File: src/rtl/core/plist_pkg.sv
// ----------------------------------------------------------------------------
// plist_pkg
// Constants, codes and index helpers for the positional list.
// ----------------------------------------------------------------------------
package plist_pkg;

  localparam int CAPACITY = 16;
  localparam int AW       = $clog2(CAPACITY);
  localparam int CW       = $clog2(CAPACITY + 1);
  localparam int MW       = 3;
  localparam int PW       = 5;
  localparam int SW       = 2;
  localparam int DW       = 32;
  localparam int CMPW     = (CW > PW) ? CW : PW;

  localparam logic [MW-1:0] M_INS_FRONT = 3'd0;
  localparam logic [MW-1:0] M_INS_END   = 3'd1;
  localparam logic [MW-1:0] M_INS_POS   = 3'd2;
  localparam logic [MW-1:0] M_REM_FRONT = 3'd3;
  localparam logic [MW-1:0] M_REM_END   = 3'd4;
  localparam logic [MW-1:0] M_REM_POS   = 3'd5;

  localparam logic [SW-1:0] ST_OK     = 2'd0;
  localparam logic [SW-1:0] ST_EMPTY  = 2'd1;
  localparam logic [SW-1:0] ST_BADPOS = 2'd2;
  localparam logic [SW-1:0] ST_FULL   = 2'd3;

  // logical index to ring slot
  function automatic logic [AW-1:0] phys_idx(input logic [AW-1:0] h,
                                             input logic [AW-1:0] l);
    logic [AW:0] s;
    s = {1'b0, h} + {1'b0, l};
    if (s >= (AW+1)'(CAPACITY)) s = s - (AW+1)'(CAPACITY);
    return s[AW-1:0];
  endfunction

  function automatic logic [AW-1:0] idx_inc(input logic [AW-1:0] h);
    logic [AW-1:0] r;
    if (h == AW'(CAPACITY - 1)) r = '0;
    else r = h + AW'(1);
    return r;
  endfunction

  function automatic logic [AW-1:0] idx_dec(input logic [AW-1:0] h);
    logic [AW-1:0] r;
    if (h == '0) r = AW'(CAPACITY - 1);
    else r = h - AW'(1);
    return r;
  endfunction

endpackage

File: src/rtl/core/plist_ram.sv
// ----------------------------------------------------------------------------
// plist_ram
// Generic simple dual-port RAM, one write and one registered read port.
// ----------------------------------------------------------------------------
module plist_ram #(
  parameter int WIDTH = 32,
  parameter int DEPTH = 16
) (
  input  logic                     clk,
  input  logic                     we,
  input  logic [$clog2(DEPTH)-1:0] waddr,
  input  logic [WIDTH-1:0]         wdata,
  input  logic                     re,
  input  logic [$clog2(DEPTH)-1:0] raddr,
  output logic [WIDTH-1:0]         rdata
);

  logic [WIDTH-1:0] mem [DEPTH];

  always_ff @(posedge clk) begin
    if (we) mem[waddr] <= wdata;
    if (re) rdata <= mem[raddr];
  end

endmodule

File: src/rtl/core/positional_list_insert_remove_top.sv
// ----------------------------------------------------------------------------
// positional_list_insert_remove_top
// Ordered list of signed words held as a ring in one RAM with a head pointer.
// ----------------------------------------------------------------------------
//  channel | dir | handshake          | payload
//  in      | in  | in_valid/in_stall  | mode, value_in, position
//  out     | out | out_valid/out_stall| value_out, status, entry_count
//
//  Failed ops, no-ops, insert at front or end finish in the idle state.
//  Insert at p (0 < p < count): S_UP moves entries from the tail to p up.
//  Remove at p > 0: S_DOWN moves the entries after p down; a front or end
//  removal only reads p. Shifts go one entry per cycle on one RAM write port.
//  rst is synchronous; it clears count, head and control, not the RAM.
//  in_stall is high while an op runs or while a result beat is held.
// ----------------------------------------------------------------------------
module positional_list_insert_remove_top (
  input  logic                              clk,
  input  logic                              rst,
  input  logic                              in_valid,
  output logic                              in_stall,
  input  logic [plist_pkg::MW-1:0]          mode,
  input  logic signed [plist_pkg::DW-1:0]   value_in,
  input  logic [plist_pkg::PW-1:0]          position,
  output logic                              out_valid,
  input  logic                              out_stall,
  output logic signed [plist_pkg::DW-1:0]   value_out,
  output logic [plist_pkg::SW-1:0]          status,
  output logic [plist_pkg::PW-1:0]          entry_count
);

  localparam int AW   = plist_pkg::AW;
  localparam int CW   = plist_pkg::CW;
  localparam int PW   = plist_pkg::PW;
  localparam int DW   = plist_pkg::DW;
  localparam int CMPW = plist_pkg::CMPW;

  localparam logic [1:0] S_IDLE = 2'd0;
  localparam logic [1:0] S_UP   = 2'd1;
  localparam logic [1:0] S_DOWN = 2'd2;

  logic [1:0]    state;
  logic [CW-1:0] count;
  logic [AW-1:0] head;
  logic [AW-1:0] cur;
  logic [AW-1:0] tgt;
  logic [AW-1:0] last;
  logic [AW-1:0] pend_idx;
  logic          active;
  logic          pend;
  logic          front;
  logic [DW-1:0] val_hold;
  logic [DW-1:0] removed;

  logic          we;
  logic [AW-1:0] waddr;
  logic [DW-1:0] wdata;
  logic          re;
  logic [AW-1:0] raddr;
  logic [DW-1:0] rdata;

  logic            in_acc;
  logic            out_take;
  logic [CMPW-1:0] cnt_ext;
  logic [CMPW-1:0] pos_ext;
  logic [CMPW-1:0] ins_pos;
  logic [CMPW-1:0] rem_pos;
  logic            is_ins;
  logic            is_rem;
  logic [1:0]      st_dec;
  logic            ins_shift;
  logic            rem_go;
  logic            out_set;

  plist_ram #(.WIDTH(DW), .DEPTH(plist_pkg::CAPACITY)) u_ram (
    .clk   (clk),
    .we    (we),
    .waddr (waddr),
    .wdata (wdata),
    .re    (re),
    .raddr (raddr),
    .rdata (rdata)
  );

  assign out_take = out_valid && !out_stall;
  assign in_stall = (state != S_IDLE) || (out_valid && out_stall);
  assign in_acc   = in_valid && !in_stall;
  assign cnt_ext  = CMPW'(count);
  assign pos_ext  = CMPW'(position);

  assign ins_shift = is_ins && st_dec == plist_pkg::ST_OK && ins_pos != '0
                     && ins_pos != cnt_ext;
  assign rem_go    = is_rem && st_dec == plist_pkg::ST_OK;
  assign out_set   = (state == S_IDLE) ? (in_acc && !ins_shift && !rem_go)
                   : ((state == S_UP || state == S_DOWN) && !active && !pend);

  always_comb begin
    is_ins  = 1'b0;
    is_rem  = 1'b0;
    ins_pos = '0;
    rem_pos = '0;
    unique case (mode)
      plist_pkg::M_INS_FRONT: begin
        is_ins = 1'b1;
      end
      plist_pkg::M_INS_END: begin
        is_ins  = 1'b1;
        ins_pos = cnt_ext;
      end
      plist_pkg::M_INS_POS: begin
        is_ins  = 1'b1;
        ins_pos = pos_ext;
      end
      plist_pkg::M_REM_FRONT: begin
        is_rem = 1'b1;
      end
      plist_pkg::M_REM_END: begin
        is_rem  = 1'b1;
        rem_pos = cnt_ext - CMPW'(1);
      end
      plist_pkg::M_REM_POS: begin
        is_rem  = 1'b1;
        rem_pos = pos_ext;
      end
      default: begin
      end
    endcase
  end

  always_comb begin
    st_dec = plist_pkg::ST_OK;
    if (is_ins) begin
      if (ins_pos > cnt_ext) st_dec = plist_pkg::ST_BADPOS;
      else if (count >= CW'(plist_pkg::CAPACITY)) st_dec = plist_pkg::ST_FULL;
    end else if (is_rem) begin
      if (count == '0) st_dec = plist_pkg::ST_EMPTY;
      else if (rem_pos >= cnt_ext) st_dec = plist_pkg::ST_BADPOS;
    end
  end

  always_comb begin
    we    = 1'b0;
    waddr = '0;
    wdata = '0;
    re    = 1'b0;
    raddr = plist_pkg::phys_idx(head, cur);
    unique case (state)
      S_IDLE: begin
        if (in_acc && is_ins && st_dec == plist_pkg::ST_OK) begin
          if (ins_pos == '0) begin
            we    = 1'b1;
            waddr = plist_pkg::idx_dec(head);
            wdata = value_in;
          end else if (ins_pos == cnt_ext) begin
            we    = 1'b1;
            waddr = plist_pkg::phys_idx(head, AW'(count));
            wdata = value_in;
          end
        end
      end
      S_UP: begin
        re = active;
        if (pend) begin
          we    = 1'b1;
          waddr = plist_pkg::phys_idx(head, pend_idx + AW'(1));
          wdata = rdata;
        end else if (!active) begin
          we    = 1'b1;
          waddr = plist_pkg::phys_idx(head, tgt);
          wdata = val_hold;
        end
      end
      S_DOWN: begin
        re = active;
        if (pend && pend_idx != tgt) begin
          we    = 1'b1;
          waddr = plist_pkg::phys_idx(head, pend_idx - AW'(1));
          wdata = rdata;
        end
      end
      default: begin
      end
    endcase
  end

  always_ff @(posedge clk) begin
    if (rst) begin
      state     <= S_IDLE;
      count     <= '0;
      head      <= '0;
      active    <= 1'b0;
      pend      <= 1'b0;
      out_valid <= 1'b0;
    end else begin
      if (out_set) out_valid <= 1'b1;
      else if (out_take) out_valid <= 1'b0;
      unique case (state)
        S_IDLE: begin
          if (in_acc) begin
            if (ins_shift) begin
              state    <= S_UP;
              cur      <= AW'(count - CW'(1));
              tgt      <= AW'(ins_pos);
              val_hold <= value_in;
              active   <= 1'b1;
              pend     <= 1'b0;
            end else if (rem_go) begin
              state  <= S_DOWN;
              cur    <= AW'(rem_pos);
              tgt    <= AW'(rem_pos);
              last   <= (rem_pos == '0) ? '0 : AW'(count - CW'(1));
              front  <= (rem_pos == '0);
              active <= 1'b1;
              pend   <= 1'b0;
            end else begin
              value_out <= '0;
              status    <= st_dec;
              if (st_dec == plist_pkg::ST_OK && is_ins) begin
                count       <= count + CW'(1);
                entry_count <= PW'(count + CW'(1));
                if (ins_pos == '0) head <= plist_pkg::idx_dec(head);
              end else begin
                entry_count <= PW'(count);
              end
            end
          end
        end
        S_UP: begin
          pend <= active;
          if (active) begin
            pend_idx <= cur;
            if (cur == tgt) active <= 1'b0;
            else cur <= cur - AW'(1);
          end
          if (!active && !pend) begin
            state       <= S_IDLE;
            count       <= count + CW'(1);
            value_out   <= '0;
            status      <= plist_pkg::ST_OK;
            entry_count <= PW'(count + CW'(1));
          end
        end
        S_DOWN: begin
          pend <= active;
          if (pend && pend_idx == tgt) removed <= rdata;
          if (active) begin
            pend_idx <= cur;
            if (cur == last) active <= 1'b0;
            else cur <= cur + AW'(1);
          end
          if (!active && !pend) begin
            state       <= S_IDLE;
            count       <= count - CW'(1);
            if (front) head <= plist_pkg::idx_inc(head);
            value_out   <= removed;
            status      <= plist_pkg::ST_OK;
            entry_count <= PW'(count - CW'(1));
          end
        end
        default: begin
          state <= S_IDLE;
        end
      endcase
    end
  end

  // count bound
  a_count_max: assert property (@(posedge clk) disable iff (rst)
    count <= CW'(plist_pkg::CAPACITY))
    else $error("count above capacity");

  // no result beat is held while a shift runs
  a_busy_no_out: assert property (@(posedge clk) disable iff (rst)
    (state == S_UP || state == S_DOWN) |-> !out_valid)
    else $error("result pending during shift");

  // a removal never runs on an empty list
  a_down_nonempty: assert property (@(posedge clk) disable iff (rst)
    state == S_DOWN |-> count != '0)
    else $error("removal on empty list");

  // an insert shift never runs on a full list
  a_up_not_full: assert property (@(posedge clk) disable iff (rst)
    state == S_UP |-> count < CW'(plist_pkg::CAPACITY))
    else $error("insert shift on full list");

  // a finished insert shift raises count by one
  a_shift_done: assert property (@(posedge clk) disable iff (rst)
    (state == S_UP && !active && !pend) |=> count == $past(count) + CW'(1))
    else $error("insert did not bump count");

endmodule
File: config.mk
export PLATFORM = sky130hd
export DESIGN_NAME = positional_list_insert_remove_top
export DESIGN_NICKNAME = d
export VERILOG_FILES = /design/src/rtl/core/plist_pkg.sv /design/src/rtl/core/plist_ram.sv /design/src/rtl/core/positional_list_insert_remove_top.sv
export SDC_FILE = /design/constraint.sdc
export NUM_CORES = 1
export LEC_CHECK = 0
export BUFFER_PORTS_ARGS = -buffer_cell sky130_fd_sc_hd__buf_2
export CAP_MARGIN = 10
export CORE_MARGIN = 2
export CORE_UTILIZATION = 55
export DETAILED_ROUTE_END_ITERATION = 6
export PLACE_DENSITY = 0.81
export SYNTH_ARGS = -nofsm -noshare
export SYNTH_HDL_FRONTEND = slang
export SYNTH_SLANG_ARGS = --single-unit
File: constraint.sdc
create_clock -name clk -period 6.65 [get_ports clk]
set_input_delay 0.665 -clock clk [delete_from_list [all_inputs] [get_ports clk]]
set_output_delay 0.665 -clock clk [all_outputs]
set_load 0.1 [all_outputs]
==> summary.txt, run 1 <==
switching part of the total: 32.2%
ys flop type: edfxtp_1
clk_lat worst skew: 630 ps
Mapped Cells: 1538
WP data arrival: 5350 ps
Max-slew headroom: 11.8%
max-slew violation count: 0
Avg Inst Size Synth: 18.1 um^2
RSZ-0062 raised after global routing: no
final hold vios: 0
Final Util: 62.8%
drt via density: 6.53
reg2reg setup slack: 1570 ps
worst path cell trace: nand3b_1 > a21oi_2 > inv_2 > ha_1 > inv_1 > nor2_1 > o211ai_2 > o311ai_4 > nand2_1 > nor3_4 > buf_4
Post-CTS Resized: 0
Setup crit start: cnt_ext[0]
post-synthesis net count: 1626
R2R Path Start: cnt_ext[0]
Setup Fix Bufs, Post-CTS: 0
area of the die: 52300 um^2
Unique masters post-synth: 73
CTS tree: done
slowest CP cell: nor3_4
most frequent cells in the layout: edfxtp_1 (664), mux4_2 (128), nand2_1 (100), buf_2 (84), and2_1 (69)
Buf+Inv Stages, Crit Path: 3
hold-fix buffer count after cts: 0
register area: 20200 um^2
core area: 50000 um^2
fraction of registers with async set or reset after synthesis: 0%
detailed-placement wirelength estimate: 37700 um
Pleak: 10.7 nW
startpoint type of the worst setup path: flop
Initial Util: 55.6%
portion of total power attributed to sequential cells: 41.2%
P_sw: 4.05 mW
YS warnings: 0
TritonRoute pass-1 iters: 6
hold depth: 1
fin crit period: 5080 ps
first-pass GRT wire length: 101000 um
Setup-failing EPs final: 0
Final #Nets: 1735
RD Place Congestion: 0.861
vias post-DR: 15500
power density over cell area: 400 nW/um^2
slowest cell delay on critical path: 950 ps
grt ovf: 0
FILL cells: 3311
clock transition at the registers of the reported paths: 70 ps
I/O Pins: 85
Worst R2R End: u_ram.mem[14][0]
most common cell after layout, fill and taps aside: edfxtp_1
drt initial violations: 1974
outcome: finished clean
CTS max path bufs: 3
Reg2Reg Depth: 11
kind of end point of the critical path: flop
CP delay by family, top: simple AND/OR/NAND/NOR gates
required time of the critical path: 6920 ps
area leader, netlist: edfxtp_1
CTS H-tree depth: 3
Layout Area Growth over Synthesis: 13.0%
CTS root buffer: clkbuf_16
Die W: 229 um
fmax: 197 MHz
max cap viols: 0
total CTS buffers: 67
post-synthesis sequential area ratio: 72.8%
vias in the first global route: 15900
ANT nets after route: 0
Logic pwr share: 28.7%
EDFF count, synth: 664
crit share post-route: 76.4%
Post-Route Setup TNS: 0 ps
Clock power frac: 30.1%
share of the synthesized area in the top cell type: 71.8%
Slew @ Worst Pin: 1320 ps
hold path endpoint: val_hold[27]
port bufs: 84
routed wire length: 68000 um
Internal: 8.52 mW
ranking of synthesized cells by area: edfxtp_1 (72%), mux4_2 (10%), ha_1 (1.7%), and2_1 (1.6%), nand2_1 (1.4%)
CTS sink cnt: 678
Seq cells post-synth: 678
routed len/inst: 28.7 um
largest net degree at the start of global routing: 65
diodes inserted: 0
Post-Syn Area: 27800 um^2
hold crit path type: in2reg
Die H: 229 um
CP max FO: 17
Worst Min Path Start: value_in[27]
DR DRC count: 0
initial antenna violation count: 2
share of post-route cells with drive strength above 1: 23.6%
total global routing track utilization: 26.3%
row cnt: 82
peak supply drop: 0.000262 V
critical path class: reg2reg
clk_skew: 35.9 ps
multi-input logic area: 7300 um^2
how the worst max path moves through the flow:
stage / endpoint / slack [ps] / cells after the start
floorplan: u_ram.mem[8][0] / 340 / 11
global placement: u_ram.mem[14][29] / 1630 / 12
detailed placement: u_ram.mem[14][26] / 1350 / 12
CTS: u_ram.mem[14][0] / 1650 / 11
global route: u_ram.mem[14][8] / 1260 / 11
finish: u_ram.mem[14][0] / 1570 / 11
per-stage QoR:
stage / instance area [um^2] / std cells / setup slack (ps) / power (mW) / hold slack (ps)
finish: 31400 / 2370 / 1570 / 12.6 / 233
global route: 31400 / 2370 / 1260 / 13.0 / 229
CTS: 31400 / 2369 / 1650 / 12.6 / 215
detailed placement: 29200 / 2249 / 1350 / 8.77 / 447
global placement: 29200 / 2249 / 1630 / 8.68 / 444
floorplan: 27800 / 1538 / 335 / 7.80 / 425
sequential cells by signal (all words and copies together) (netlist names):
name / cells
active: 1
cnt_ext: 5
cur: 4
entry_count: 5
front: 1
head: 4
last: 4
out_valid: 1
pend: 1
pend_idx: 4
removed: 32
state: 2
status: 2
tgt: 4
u_ram.mem: 512
u_ram.rdata: 32
val_hold: 32
value_out: 32
synth_stat cells, drive strengths merged, types with 14 or more instances:
| library cell | number |
|---|---|
| a211oi | 40 |
| nor2 | 77 |
| edfxtp | 664 |
| mux4 | 128 |
| ha | 38 |
| nand2 | 100 |
| xnor2 | 27 |
| nor3 | 15 |
| buf | 23 |
| dfxtp | 14 |
| inv | 28 |
| a21oi | 33 |
| and2 | 69 |
| o21ai | 19 |
| a31oi | 38 |
| a222oi | 32 |
| clkbuf | 60 |
cell type report:
type                    instances  area share, %
flip-flops and latches        678           64.4
multi-input cells             748           23.3
clock buffers                  79           5.55
well taps                     672           2.68
repair buffers                123           2.41
clock inverters                41           1.36
inverters                      29          0.347
kinds of logic after synthesis:
group	share of synthesized area, %
AOI/OAI and AO/OA	5.94
xor gates and xnor gates	1.23
adders and majority gates	2.14
buffers and inverters	1.64
DFF	72.8
muxes	10.6
and+or+nand+nor	5.67
metal layers:
layer | vias up | global-route usage [%] | share of wire [%]
li1 | 6431 | - | -
met1 | 7890 | 34.0 | 37
met2 | 977 | 43.1 | 50
met3 | 177 | 5.75 | 9.0
met4 | 2 | 12.0 | 3.9
met5 | - | 0 | 0.015
power by group through the flow:
| stage | Combinational, mW | Sequential [mW] | Clock [mW] |
|---|---|---|---|
| final | 3.61 | 5.17 | 3.79 |
| after global routing | 3.84 | 5.19 | 3.98 |
| after CTS | 3.60 | 5.17 | 3.83 |
| after detailed placement | 3.51 | 5.26 | 0 |
| after global placement | 3.43 | 5.25 | 0 |
| after floorplan | 2.28 | 5.53 | 0 |
(Power assumes the default switching activity.)
==> run 2, diff against run 1 <==
--- a/config.mk
+++ b/config.mk
@@ -5,12 +5,13 @@
 export SDC_FILE = /design/constraint.sdc
 export NUM_CORES = 1
 export LEC_CHECK = 0
+export ABC_AREA = 1
 export BUFFER_PORTS_ARGS = -buffer_cell sky130_fd_sc_hd__buf_2
 export CAP_MARGIN = 10
 export CORE_MARGIN = 2
 export CORE_UTILIZATION = 55
 export DETAILED_ROUTE_END_ITERATION = 6
-export PLACE_DENSITY = 0.81
+export PLACE_DENSITY = 0.78
 export SYNTH_ARGS = -nofsm -noshare
 export SYNTH_HDL_FRONTEND = slang
 export SYNTH_SLANG_ARGS = --single-unit
==> constraint.sdc (replaced) <==
create_clock -name clk -period 5 [get_ports clk]
set_input_delay 0.5 -clock clk [delete_from_list [all_inputs] [get_ports clk]]
set_output_delay 0.5 -clock clk [all_outputs]
set_load 0.1 [all_outputs]
==> run 2 against run 1 <==
  * The flow now finishes with violations (DRC)
  * Sequential power grew 53%
  * Critical path type unchanged
  * Via count grew 23%
  * Die area grew 5.0%
  * Clock skew shrank 5.9 ps
  * Critical path depth grew 2
  * First-iteration DRC count grew 21%
==> summary.txt, run 2 <==
outcome: finished, violations left
violations in the final reports: DRC
final hold vios: 0 (unchanged)
routed wire length: 71800 um (+5.6%)
Seq cells post-synth: 678 (unchanged)
max reg flops: 512 (unchanged)
CTS H-tree depth: 3 (unchanged)
Die H: 234 um (+2.5%)
max cap viols: 0 (unchanged)
Pleak: 12.2 nW (+14%)
CTS tree: done
Mapped Cells: 2282 (+48%)
I/O Pins: 85 (unchanged)
dpl cells: 2992 (+33%)
GR Util met1: 37.5% (+3.5 points)
fin crit period: 3870 ps (-1210 ps)
Max-slew headroom: 23.3% (+11 points)
TritonRoute pass-1 iters: 7 (+1)
clock transition at the registers of the reported paths: 60 ps (about the same)
fmax: 259 MHz (+31%)
Die W: 234 um (+2.5%)
row cnt: 84 (+2.4%)
largest net degree at the start of global routing: 129 (+98%)
Setup-failing EPs final: 0 (unchanged)
reg2reg setup slack: 1130 ps (-440 ps)
CTS sink cnt: 678 (unchanged)
register bank with the most flops: u_ram.mem
grt ovf: 0 (unchanged)
area of the die: 54900 um^2 (+5.0%)
Post-CTS Resized: 0 (unchanged)
crit path capture: u_ram.mem[3][30]
RSZ-0062 raised after global routing: no
Non-Filler Instances: 3105 (+31%)
Buf+Inv Stages, Crit Path: 2 (-1)
hold slack: 88.8 ps (-144 ps)
drt initial violations: 2398 (+21%)
EDFF count, synth: 664 (unchanged)
kind of end point of the critical path: flop
Post-Route Setup TNS: 0 ps (unchanged)
Worst Setup Slack, final: 1130 ps (-438 ps)
routing usage on met3: 5.29% (-0.46 points)
Post-Syn Area: 29200 um^2 (+5.1%)
total global routing track utilization: 26.3% (+0.051 points)
core area: 52600 um^2 (+5.2%)
DR DRC count: 1 (+1)
busiest grt layer: met2
required time of the critical path: 5270 ps (-1650 ps)
total CTS buffers: 68 (+1.5%)
vias in the first global route: 18400 (+16%)
most frequent cells in the layout: edfxtp_1 (664), nand2_1 (246), o21ai_0 (232), inv_1 (230), a21oi_1 (192)
startpoint type of the worst setup path: flop
slowest CP cell: nor2_4
CTS root buffer: clkbuf_16
area leader, netlist: edfxtp_1
crit share post-route: 77.3% (+0.96 points)
ys flop type: edfxtp_1
critical path class: reg2reg
hold-fix buffer count after cts: 0 (unchanged)
YS warnings: 0 (unchanged)
FILL cells: 3662 (+11%)
port bufs: 84 (unchanged)
most common cell after layout, fill and taps aside: edfxtp_1
Setup Fix Bufs, Post-CTS: 0 (unchanged)
Avg Inst Size Synth: 12.8 um^2 (-29%)
ANT nets after route: 0 (unchanged)
first-pass GRT wire length: 108000 um (+7.2%)
Final #Nets: 2462 (+42%)
top-count cell post-synth: edfxtp_1
CTS max path bufs: 3 (unchanged)
post-synthesis sequential area ratio: 69.3% (-3.5 points)
power density over cell area: 681 nW/um^2 (+70%)
CP max FO: 18 (+1)
Setup crit start: cnt_ext[2]
vias post-DR: 19000 (+23%)
hold crit path type: in2reg
slowest cell delay on critical path: 600 ps (-350 ps)
peak supply drop: 0.000438 V (+67%)
Reg2Reg Depth: 13 (+2)
RD Place Congestion: 0.923 (+7.2%)
diodes inserted: 0 (unchanged)
detailed-placement wirelength estimate: 44400 um (+18%)
initial antenna violation count: 4 (+2)
Worst R2R End: u_ram.mem[3][30]
share of post-route cells with drive strength above 1: 13.7% (-9.9 points)
R2R Path Start: cnt_ext[2]
worst path cell trace: inv_1 > ha_1 > nand2_1 > nor2_2 > nand2_2 > nand2_2 > nand3_4 > nor2_4 > nand3_1 > nand2_1 > nand3_1 > nor2_4 > buf_4
Design Area, Final: 32900 um^2 (+4.9%)
met2 GRT Util: 41.2% (-1.9 points)
Setup WS pre-CTS: 884 ps (-471 ps)
drt via density: 6.11 (-6.5%)
Slew @ Worst Pin: 1150 ps (-170 ps)
post-synthesis net count: 2370 (+46%)
Stages on worst setup path: 13 (+2)
ranking of synthesized cells by area: edfxtp_1 (68%), mux2i_1 (4.4%), o21ai_0 (4.0%), a21oi_1 (3.3%), nand2_1 (3.2%)
max-slew violation count: 0 (unchanged)
clk_lat worst skew: 610 ps (-20 ps)
Unique masters post-synth: 50 (-32%)
CP delay by family, top: simple AND/OR/NAND/NOR gates
hold depth: 1 (unchanged)
commonest cells in the netlist: edfxtp_1 (664), nand2_1 (246), o21ai_0 (232), inv_1 (231), a21oi_1 (192)
clk_skew: 29.9 ps (-5.94 ps)
routed len/inst: 23.1 um (-19%)
Post-DP Area: 30800 um^2 (+5.3%)
Layout Area Growth over Synthesis: 12.8%
fraction of registers with async set or reset after synthesis: 0% (unchanged)
WP data arrival: 4130 ps (-1220 ps)
Initial Util: 55.5% (-0.059 points)
share of the synthesized area in the top cell type: 68.3% (-3.5 points)
run 2: cell types whose count changed in the layout (fill, tap and decap cells not counted), moves of 19 or more:
| cell | change |
|---|---|
| o21ai_0 | +215 |
| nand2_2 | +22 |
| nand3_1 | +48 |
| a21oi_1 | +166 |
| a222oi_1 | -32 |
| and2_1 | -69 |
| a31oi_1 | +19 |
| nand2_1 | +146 |
| xnor2_1 | -19 |
| inv_1 | +204 |
| o211ai_1 | +61 |
| mux2i_1 | +122 |
| mux4_2 | -128 |
| a211oi_1 | -39 |
run 2: routing by layer:
| metal | part of all wire, % | wire (um) | up-vias |
|---|---|---|---|
| met4 | 2.1 | 1520 | 6 |
| met3 | 11 | 7620 | 120 |
| met5 | 0.049 | 35 | - |
| li1 | - | - | 8453 |
| met1 | 41 | 29300 | 9240 |
| met2 | 46 | 33300 | 1147 |
run 2: power by group:
group	internal, mW	total (mW)	switching [mW]
Sequential	7.58	7.90	0.322
Clock	2.94	4.99	2.06
Combinational	2.59	9.53	6.93
run 2: layout make-up:
type	instances	area, um^2	share of cell area (%)
multi-input combinational	1238	7720	23.4
tap	688	861	2.61
clock inverter	34	398	1.21
timing repair buffer	150	1070	3.24
clock buffer	79	1760	5.36
sequential	678	20200	61.4
inverter	238	902	2.74
run 2: per-stage QoR:
| step | utilization, % | power (mW) |
|---|---|---|
| after floorplan | - | 14.2 |
| after global routing | 62.7 | 23.4 |
| after global placement | 58.5 | 17.0 |
| after CTS | 62.7 | 22.3 |
| after detailed placement | 58.5 | 17.3 |
| final | 62.7 | 22.4 |
run 2: cells by family after synthesis:
kind of cell / count (synthesis) / share of synthesized area (%)
compound gates: 589 / 11.2
simple gates: 448 / 6.94
mux: 128 / 4.39
fa+ha+maj: 44 / 2.04
buf+inv: 366 / 5.21
xor+xnor: 29 / 0.896
flops: 678 / 69.3
run 2: how the worst min path moves through the flow:
stage / start / slack, ps / to
floorplan: u_ram.rdata[0] / 420 / removed[0]
global placement: u_ram.rdata[3] / 430 / removed[3]
detailed placement: u_ram.rdata[13] / 430 / removed[13]
CTS: value_in[19] / 70 / val_hold[19]
global route: value_in[19] / 90 / val_hold[19]
finish: value_in[19] / 90 / val_hold[19]
